### config.mk
export PLATFORM = sky130hd
export DESIGN_NAME = obstacle_avoid_steering
export DESIGN_NICKNAME = d
export VERILOG_FILES = /design/src/hw/rtl/oas_pkg.sv /design/src/hw/rtl/oas_decode.sv /design/src/hw/rtl/oas_div_step.sv /design/src/hw/rtl/oas_steer.sv /design/src/hw/rtl/obstacle_avoid_steering.sv
export SDC_FILE = /design/constraint.sdc
export NUM_CORES = 2
export LEC_CHECK = 0
export BUFFER_PORTS_ARGS = -buffer_cell sky130_fd_sc_hd__buf_2
export CELL_PAD_IN_SITES_DETAIL_PLACEMENT = 0
export CELL_PAD_IN_SITES_GLOBAL_PLACEMENT = 1
export CORE_AREA = 2 2 589 591
export DETAILED_ROUTE_END_ITERATION = 8
export DIE_AREA = 0 0 591 593
export GPL_TIMING_DRIVEN = 1
export PLACE_DENSITY_LB_ADDON = 0.1
export SLEW_MARGIN = 20
export SYNTH_ARGS = -nofsm -noshare
export SYNTH_HDL_FRONTEND = slang
export SYNTH_HIERARCHICAL = 1
export SYNTH_SLANG_ARGS = --single-unit
### constraint.sdc
create_clock -name clk_i -period 9.65 [get_ports clk_i]
set_input_delay 1.93 -clock clk_i [delete_from_list [all_inputs] [get_ports clk_i]]
set_output_delay 1.93 -clock clk_i [all_outputs]
set_load 0.01 [all_outputs]
### src/hw/rtl/oas_pkg.sv
// Package for the obstacle avoidance steering pipeline.
// Holds command codes, register map, constants and the stage payload type.
`default_nettype none

package oas_pkg;

  localparam int unsigned DivStages = 5;
  localparam int unsigned DivBitsPerStage = 3;
  localparam int unsigned NumStages = DivStages + 4;

  localparam logic [15:0] InvalidCode = 16'd65535;
  localparam logic [15:0] BackupMs    = 16'd500;
  localparam logic [15:0] RotateMs    = 16'd800;
  localparam logic [15:0] FrontLimit  = 16'd300;
  localparam logic [7:0]  RotatePwm   = 8'd100;
  localparam logic [7:0]  BackFast    = 8'd150;
  localparam logic [7:0]  BackSlow    = 8'd100;
  localparam logic [16:0] CloseMargin = 17'd50;
  localparam logic signed [15:0] SteerMax  = 16'sd19661;
  localparam logic signed [15:0] SteerHalf = 16'sd16384;
  localparam logic signed [9:0]  SharpDrop = 10'sd30;
  localparam logic signed [9:0]  PwmTop    = 10'sd255;

  localparam logic [2:0] RegBoostTof  = 3'd0;
  localparam logic [2:0] RegBoostOpt  = 3'd1;
  localparam logic [2:0] RegBoostSpd  = 3'd2;
  localparam logic [2:0] RegBaseSpd   = 3'd3;
  localparam logic [2:0] RegCloseOpt  = 3'd4;
  localparam logic [2:0] RegCloseTof  = 3'd5;
  localparam logic [2:0] RegMaxCorr   = 3'd6;
  localparam logic [2:0] RegWeightRng = 3'd7;

  typedef enum logic [2:0] {
    CMD_RELEASE = 3'd0,
    CMD_FORWARD = 3'd1,
    CMD_BACKUP  = 3'd2,
    CMD_ROTATE  = 3'd3,
    CMD_NONE    = 3'd4
  } cmd_e;

  typedef struct packed {
    logic [15:0] boost_tof;
    logic [15:0] boost_opt;
    logic [7:0]  pwm_fast;
    logic [7:0]  pwm_slow;
    logic [15:0] close_opt;
    logic [15:0] close_tof;
    logic [7:0]  max_corr;
    logic [15:0] weight_range;
  } cfg_t;

  typedef struct packed {
    cmd_e               kind;
    logic               opt_lt;
    logic               opt_gt;
    logic [7:0]         speed;
    logic               prio;
    logic signed [15:0] prio_s;
    logic signed [15:0] bias;
    logic [15:0]        rem_l;
    logic [15:0]        rem_r;
    logic [14:0]        quo_l;
    logic [14:0]        quo_r;
    logic signed [15:0] steer;
    logic               sharp;
    logic signed [24:0] prod;
    logic [7:0]         pwm_l;
    logic [7:0]         pwm_r;
  } item_t;

endpackage

`default_nettype wire

### src/hw/rtl/oas_decode.sv
// Front decode: classifies an item, picks speed and priority steer, forms remainders.
// Depends on oas_pkg.
`default_nettype none

module oas_decode import oas_pkg::*; (
  input  var cfg_t        cfg_i,
  input  wire  [15:0]     tof_left_i,
  input  wire  [15:0]     tof_right_i,
  input  wire  [15:0]     opt_left_i,
  input  wire  [15:0]     opt_right_i,
  input  wire  [15:0]     front_dist_i,
  input  wire  [15:0]     manual_bias_i,
  output item_t           item_o
);

  logic ol_inv, or_inv, fr_inv, straight;
  logic [16:0] opt_far, tof_far;

  always_comb begin
    ol_inv   = (opt_left_i == InvalidCode);
    or_inv   = (opt_right_i == InvalidCode);
    fr_inv   = (front_dist_i == InvalidCode);
    opt_far  = {1'b0, cfg_i.close_opt} + CloseMargin;
    tof_far  = {1'b0, cfg_i.close_tof} + CloseMargin;
    straight = (tof_left_i > cfg_i.boost_tof) && (tof_right_i > cfg_i.boost_tof) &&
               (opt_left_i > cfg_i.boost_opt) && (opt_right_i > cfg_i.boost_opt);

    item_o        = '0;
    item_o.opt_lt = (opt_left_i < opt_right_i);
    item_o.opt_gt = (opt_left_i > opt_right_i);
    item_o.bias   = $signed(manual_bias_i);
    item_o.speed  = straight ? cfg_i.pwm_fast : cfg_i.pwm_slow;

    if (fr_inv && ol_inv && or_inv) begin
      item_o.kind = CMD_RELEASE;
    end else if (!fr_inv && (front_dist_i < FrontLimit)) begin
      item_o.kind = (!ol_inv && !or_inv) ? CMD_BACKUP : CMD_NONE;
    end else begin
      item_o.kind = CMD_FORWARD;
    end

    item_o.prio = 1'b1;
    if ((opt_left_i < cfg_i.close_opt) && ({1'b0, opt_right_i} > opt_far)) begin
      item_o.prio_s = -SteerMax;
    end else if ((opt_right_i < cfg_i.close_opt) && ({1'b0, opt_left_i} > opt_far)) begin
      item_o.prio_s = SteerMax;
    end else if ((tof_left_i != 16'd0) && (tof_left_i < cfg_i.close_tof) &&
                 ({1'b0, tof_right_i} > tof_far)) begin
      item_o.prio_s = -SteerHalf;
    end else if ((tof_right_i != 16'd0) && (tof_right_i < cfg_i.close_tof) &&
                 ({1'b0, tof_left_i} > tof_far)) begin
      item_o.prio_s = SteerHalf;
    end else begin
      item_o.prio   = 1'b0;
      item_o.prio_s = '0;
    end

    if ((opt_left_i == 16'd0) || (opt_left_i > cfg_i.weight_range)) begin
      item_o.rem_l = '0;
    end else begin
      item_o.rem_l = cfg_i.weight_range - opt_left_i;
    end
    if ((opt_right_i == 16'd0) || (opt_right_i > cfg_i.weight_range)) begin
      item_o.rem_r = '0;
    end else begin
      item_o.rem_r = cfg_i.weight_range - opt_right_i;
    end
  end

endmodule

`default_nettype wire

### src/hw/rtl/oas_div_step.sv
// Restoring division slice: DivBitsPerStage (3) quotient bits of remainder*32768/divisor.
// Depends on oas_pkg.
`default_nettype none

module oas_div_step import oas_pkg::*; (
  input  wire  [15:0] divisor_i,
  input  wire  [15:0] rem_i,
  input  wire  [14:0] quo_i,
  output logic [15:0] rem_o,
  output logic [14:0] quo_o
);

  logic [16:0] dbl;
  logic [15:0] rem;
  logic [14:0] quo;

  always_comb begin
    rem = rem_i;
    quo = quo_i;
    dbl = '0;
    for (int i = 0; i < DivBitsPerStage; i++) begin
      dbl = {rem, 1'b0};
      if ((divisor_i != 16'd0) && (dbl >= {1'b0, divisor_i})) begin
        rem = 16'(dbl - {1'b0, divisor_i});
        quo = {quo[13:0], 1'b1};
      end else begin
        rem = dbl[15:0];
        quo = {quo[13:0], 1'b0};
      end
    end
    rem_o = rem;
    quo_o = quo;
  end

endmodule

`default_nettype wire

### src/hw/rtl/oas_steer.sv
// Steer strength: priority value or weight difference plus bias, clamped.
// Depends on oas_pkg.
`default_nettype none

module oas_steer import oas_pkg::*; (
  input  var item_t item_i,
  output item_t     item_o
);

  logic signed [17:0] sum;

  always_comb begin
    item_o = item_i;
    if (item_i.prio) begin
      sum = 18'(item_i.prio_s);
    end else begin
      sum = $signed({3'b000, item_i.quo_r}) - $signed({3'b000, item_i.quo_l}) +
            18'(item_i.bias);
    end
    if (sum > 18'(SteerMax)) begin
      item_o.steer = SteerMax;
    end else if (sum < -18'(SteerMax)) begin
      item_o.steer = -SteerMax;
    end else begin
      item_o.steer = 16'(sum);
    end
    item_o.sharp = (item_o.steer > SteerHalf) || (item_o.steer < -SteerHalf);
  end

endmodule

`default_nettype wire

### src/hw/rtl/obstacle_avoid_steering.sv
// Obstacle avoidance steering: nine-stage pipeline, one item per cycle when the
// output is not stalled and no item gives two results. The weight divider
// (5 stages of 3 quotient bits) sets the depth. Items that give two results
// hold the output stage until both are taken. Reset is asynchronous, active low,
// clears valid bits and loads register defaults; there is no clearing pass.
`default_nettype none

module obstacle_avoid_steering import oas_pkg::*; (
  input  wire         clk_i,
  input  wire         rst_ni,
  input  wire         psel,
  input  wire         penable,
  input  wire         pwrite,
  input  wire  [4:0]  paddr,
  input  wire  [31:0] pwdata,
  output logic [31:0] prdata,
  output logic        pready,
  input  wire         s_axis_tvalid,
  output logic        s_axis_tready,
  // tof_left, tof_right, opt_left, opt_right, front_dist, manual_bias
  input  wire  [95:0] s_axis_tdata,
  output logic        m_axis_tvalid,
  input  wire         m_axis_tready,
  // pwm_left, pwm_right, left_forward, right_forward, hold_ms, zero pad
  output logic [39:0] m_axis_tdata,
  // command
  output logic [2:0]  m_axis_tuser,
  output logic        m_axis_tlast
);

  cfg_t  cfg_q;
  item_t st_q [NumStages];
  item_t nx [NumStages];
  logic [NumStages-1:0] v_q, rdy;
  logic phase_q, two, drain;
  logic signed [9:0] corr, spd, pl, pr;
  item_t dec, str;
  logic [15:0] rl [DivStages];
  logic [15:0] rr [DivStages];
  logic [14:0] ql [DivStages];
  logic [14:0] qr [DivStages];

  assign pready = 1'b1;

  always_comb begin
    case (paddr[4:2])
      RegBoostTof:  prdata = {16'd0, cfg_q.boost_tof};
      RegBoostOpt:  prdata = {16'd0, cfg_q.boost_opt};
      RegBoostSpd:  prdata = {24'd0, cfg_q.pwm_fast};
      RegBaseSpd:   prdata = {24'd0, cfg_q.pwm_slow};
      RegCloseOpt:  prdata = {16'd0, cfg_q.close_opt};
      RegCloseTof:  prdata = {16'd0, cfg_q.close_tof};
      RegMaxCorr:   prdata = {24'd0, cfg_q.max_corr};
      RegWeightRng: prdata = {16'd0, cfg_q.weight_range};
      default:      prdata = '0;
    endcase
  end

  always_ff @(posedge clk_i or negedge rst_ni) begin
    if (!rst_ni) begin
      cfg_q.boost_tof    <= 16'd600;
      cfg_q.boost_opt    <= 16'd600;
      cfg_q.pwm_fast     <= 8'd200;
      cfg_q.pwm_slow     <= 8'd150;
      cfg_q.close_opt    <= 16'd200;
      cfg_q.close_tof    <= 16'd200;
      cfg_q.max_corr     <= 8'd100;
      cfg_q.weight_range <= 16'd1000;
    end else if (psel && penable && pwrite) begin
      case (paddr[4:2])
        RegBoostTof:  cfg_q.boost_tof    <= pwdata[15:0];
        RegBoostOpt:  cfg_q.boost_opt    <= pwdata[15:0];
        RegBoostSpd:  cfg_q.pwm_fast     <= pwdata[7:0];
        RegBaseSpd:   cfg_q.pwm_slow     <= pwdata[7:0];
        RegCloseOpt:  cfg_q.close_opt    <= pwdata[15:0];
        RegCloseTof:  cfg_q.close_tof    <= pwdata[15:0];
        RegMaxCorr:   cfg_q.max_corr     <= pwdata[7:0];
        RegWeightRng: cfg_q.weight_range <= pwdata[15:0];
        default: ;
      endcase
    end
  end

  oas_decode u_decode (
    .cfg_i         (cfg_q),
    .tof_left_i    (s_axis_tdata[15:0]),
    .tof_right_i   (s_axis_tdata[31:16]),
    .opt_left_i    (s_axis_tdata[47:32]),
    .opt_right_i   (s_axis_tdata[63:48]),
    .front_dist_i  (s_axis_tdata[79:64]),
    .manual_bias_i (s_axis_tdata[95:80]),
    .item_o        (dec)
  );

  for (genvar k = 0; k < DivStages; k++) begin : g_div
    oas_div_step u_div_l (
      .divisor_i (cfg_q.weight_range),
      .rem_i     (st_q[k].rem_l),
      .quo_i     (st_q[k].quo_l),
      .rem_o     (rl[k]),
      .quo_o     (ql[k])
    );
    oas_div_step u_div_r (
      .divisor_i (cfg_q.weight_range),
      .rem_i     (st_q[k].rem_r),
      .quo_i     (st_q[k].quo_r),
      .rem_o     (rr[k]),
      .quo_o     (qr[k])
    );
  end

  oas_steer u_steer (
    .item_i (st_q[DivStages]),
    .item_o (str)
  );

  always_comb begin
    nx[0] = dec;
    for (int k = 0; k < DivStages; k++) begin
      nx[k+1]       = st_q[k];
      nx[k+1].rem_l = rl[k];
      nx[k+1].quo_l = ql[k];
      nx[k+1].rem_r = rr[k];
      nx[k+1].quo_r = qr[k];
    end
    nx[DivStages+1]      = str;
    nx[DivStages+2]      = st_q[DivStages+1];
    nx[DivStages+2].prod = 25'(st_q[DivStages+1].steer) *
                           $signed({17'd0, cfg_q.max_corr});
    nx[DivStages+3] = st_q[DivStages+2];
    if (st_q[DivStages+2].prod < 0) begin
      corr = 10'((st_q[DivStages+2].prod + 25'sd32767) >>> 15);
    end else begin
      corr = 10'(st_q[DivStages+2].prod >>> 15);
    end
    spd = $signed({2'b00, st_q[DivStages+2].speed}) -
          (st_q[DivStages+2].sharp ? SharpDrop : 10'sd0);
    pl = spd - corr;
    pr = spd + corr;
    nx[DivStages+3].pwm_l = (pl < 0) ? 8'd0 : (pl > PwmTop) ? 8'd255 : pl[7:0];
    nx[DivStages+3].pwm_r = (pr < 0) ? 8'd0 : (pr > PwmTop) ? 8'd255 : pr[7:0];
  end

  assign two   = (st_q[NumStages-1].kind == CMD_BACKUP);
  assign drain = m_axis_tready && (!two || phase_q);

  always_comb begin
    rdy[NumStages-1] = !v_q[NumStages-1] || drain;
    for (int k = NumStages - 2; k >= 0; k--) begin
      rdy[k] = !v_q[k] || rdy[k+1];
    end
  end

  assign s_axis_tready = rdy[0];

  always_ff @(posedge clk_i or negedge rst_ni) begin
    if (!rst_ni) begin
      v_q     <= '0;
      phase_q <= 1'b0;
    end else begin
      if (rdy[0]) begin
        v_q[0] <= s_axis_tvalid;
      end
      for (int k = 1; k < NumStages; k++) begin
        if (rdy[k]) begin
          v_q[k] <= v_q[k-1];
        end
      end
      if (rdy[NumStages-1]) begin
        phase_q <= 1'b0;
      end else if (v_q[NumStages-1] && m_axis_tready && two) begin
        phase_q <= 1'b1;
      end
    end
  end

  always_ff @(posedge clk_i) begin
    for (int k = 0; k < NumStages; k++) begin
      if (rdy[k]) begin
        st_q[k] <= nx[k];
      end
    end
  end

  always_comb begin
    m_axis_tvalid = v_q[NumStages-1];
    m_axis_tdata  = '0;
    m_axis_tuser  = st_q[NumStages-1].kind;
    m_axis_tlast  = 1'b1;
    case (st_q[NumStages-1].kind)
      CMD_FORWARD: begin
        m_axis_tdata[7:0]  = st_q[NumStages-1].pwm_l;
        m_axis_tdata[15:8] = st_q[NumStages-1].pwm_r;
        m_axis_tdata[16]   = 1'b1;
        m_axis_tdata[17]   = 1'b1;
      end
      CMD_BACKUP: begin
        if (phase_q) begin
          m_axis_tuser        = CMD_ROTATE;
          m_axis_tdata[7:0]   = RotatePwm;
          m_axis_tdata[15:8]  = RotatePwm;
          m_axis_tdata[16]    = !st_q[NumStages-1].opt_gt;
          m_axis_tdata[17]    = st_q[NumStages-1].opt_gt;
          m_axis_tdata[33:18] = RotateMs;
        end else begin
          m_axis_tlast        = 1'b0;
          m_axis_tdata[7:0]   = st_q[NumStages-1].opt_lt ? BackFast : BackSlow;
          m_axis_tdata[15:8]  = st_q[NumStages-1].opt_lt ? BackSlow : BackFast;
          m_axis_tdata[33:18] = BackupMs;
        end
      end
      default: ;
    endcase
  end

`ifndef SYNTH
  a_two_ends: assert property (@(posedge clk_i) disable iff (!rst_ni)
    m_axis_tvalid && !m_axis_tlast |-> m_axis_tuser == CMD_BACKUP)
    else $error("non-final result that is not a back-up");
  a_rotate_last: assert property (@(posedge clk_i) disable iff (!rst_ni)
    m_axis_tvalid && m_axis_tuser == CMD_ROTATE |-> m_axis_tlast)
    else $error("rotate result not final");
  a_empty_ready: assert property (@(posedge clk_i) disable iff (!rst_ni)
    !m_axis_tvalid |-> s_axis_tready)
    else $error("input stalled with empty output stage");
`endif

endmodule

`default_nettype wire

==> metrics.txt <==
Die H=593 um; vias post-DR=between 50000 and 60000; Final #Nets=8100; port buffer count=between 150 and 200; crit share post-route=~95%; antenna violation net count after detailed routing=0; Initial Util=19.9%; Filler cells=approximately 37000; Total GRT Usage=14.4%; routed len/inst=21.9 um; Non-Filler Cell Area, Final=77900 um^2; Final Setup Violations=0; Syn Area/Cell=9.98 um^2; first-pass GRT wire length=377000 um; Ys Warns=6; slowest CP cell=dfstp_2; Slew Viols, Final=0; # Post-CTS Setup Buffers=0; deepest clock path buffer count=4; classification of the worst setup path=register to register; fraction of layout cells with a size suffix above 1=between 15 and 20%; crit path launch type=register; status=finished, final reports clean; Crit path largest cell delay=1.12 ns; Clk Latency, worst-skew pair=0.81 ns; vias per inst=between 4 and 5; initial antenna violation count=28; dpl cells=11513; CTS tree=built; headroom to the max-slew limit=26.1%; fin cells=about 12000; maxcap violations=0; largest net degree at the start of global routing=78; die width=slightly below 600 um; Syn Inst Count=6874; Layout Skew=0.0471 ns; core box area=345000 um^2; Total Die Area=350000 um^2; row count=216; Routed WL=257000 um; Post-route DRC=0; # resized after CTS=0; Post-Syn Area=between 60000 and 70000 um^2; DP Area=74500 um^2; clock buffer count from CTS=102; min Tclk post-route=9.14 ns; clock tree root driver cell=clkbuf_16; fin util=22.6%; Worst Max-Slew Pin Slew=between 1 and 1.5 ns; Setup TNS=0 ns; RSZ-0062 raised after global routing=false; H-tree levels=3; dpl hpwl=203000 um; Layout area overhead=13.6%; FMAX=0.109 GHz; Post-CTS Hold Fix Bufs=0; crit-path max FO=16; endpoints failing hold=0; GR Overflow Total=0; I/O pin count=219; WP data arrival=9.67 ns; CTS Sinks=730; clock slew at reported path FFs=0.06 ns; worst hold path type=register to register; drt first pass iters=5; drt first-iter violations=approximately 2800; required time of the critical path=a little over 10 ns; CP Capture Type=register; vias in the first global route=approximately 54000; gp weighted congestion=0.789
-- routing by layer --
metal,global-route usage [%],vias up,wire (um)
li1,-,25787,-
met1,20.1,25785,126000
met5,0,-,34
met3,1.51,223,7540
met2,24.1,763,119000
met4,2.73,6,4710
-- final timing paths --
| path | start | endpoint | slack, ns | cells past startpoint |
|---|---|---|---|---|
| max | cfg_q[5]$_DFFE_PN1P_ | st_q[0][760]$_DFFE_PP_ | 0.51 | 29 |
| min | st_q[0][805]$_DFFE_PP_ | st_q[0][971]$_DFFE_PP_ | 0.39 | 0 |
| max reg2reg | cfg_q[5]$_DFFE_PN1P_ | st_q[0][760]$_DFFE_PP_ | 0.51 | 29 |
| min reg2reg | st_q[0][805]$_DFFE_PP_ | st_q[0][971]$_DFFE_PP_ | 0.39 | 0 |
| max in group asynchronous | rst_ni | cfg_q[14]$_DFFE_PN0P_ | 7.16 | 2 |
| min in group asynchronous | rst_ni | v_q[5]$_DFFE_PN0P_ | 1.15 | 1 |
-- final cells by class --
| type | count | area (um^2) | share of cell area (%) |
|---|---|---|---|
| diodes | 4 | 10.0 | 0.0129 |
| clock buffers | 124 | 2730 | 3.51 |
| clock inverters | 62 | 607 | 0.779 |
| inverters | 550 | 2070 | 2.66 |
| multi-input cells | 5359 | 43400 | 55.7 |
| flip-flops and latches | 730 | 21400 | 27.5 |
| well taps | 4578 | 5730 | 7.35 |
| repair buffers | 296 | 1920 | 2.47 |
-- state kept, by name, summed over array words and instances (netlist names) --
name and cells:
phase_q 1, v_q 9, st_q 616, cfg_q 104
-- worst max-delay path, delay by kind of cell, from the launching register on --
family | cells | cell delay [ns]
buffers and inverters | 4 | 1.08
and+or+nand+nor | 8 | 1.43
adders and majority gates | 3 | 1.08
AOI/OAI and AO/OA | 11 | 2.93
DFF | 1 | 1.12
muxes | 3 | 1.15
-- cells in the final DEF (no fill, tap or decap), drive strengths merged, types with 122 or more instances in the layout --
cell and n:
clkbuf 124, xnor2 307, ha 802, xor2 156, nand2 399, buf 296, a21o 238, nor3 127
inv 557, a21oi 476, nand3 135, edfxtp 616, nor2 343, mux2 413, and2 126, o21a 122
o21ai 340
-- per-stage QoR --
stage | hold slack, ns | setup slack [ns]
final | 0.386 | 0.515
after global routing | 0.402 | 0.0225
after CTS | 0.382 | 0.358
after detailed placement | 0.405 | 0.367
after global placement | 0.401 | 0.477
after floorplan | 0.400 | 1.38
Power is not shown: default switching activity piles up to over one toggle a cycle in this logic, so the estimate is an artifact.
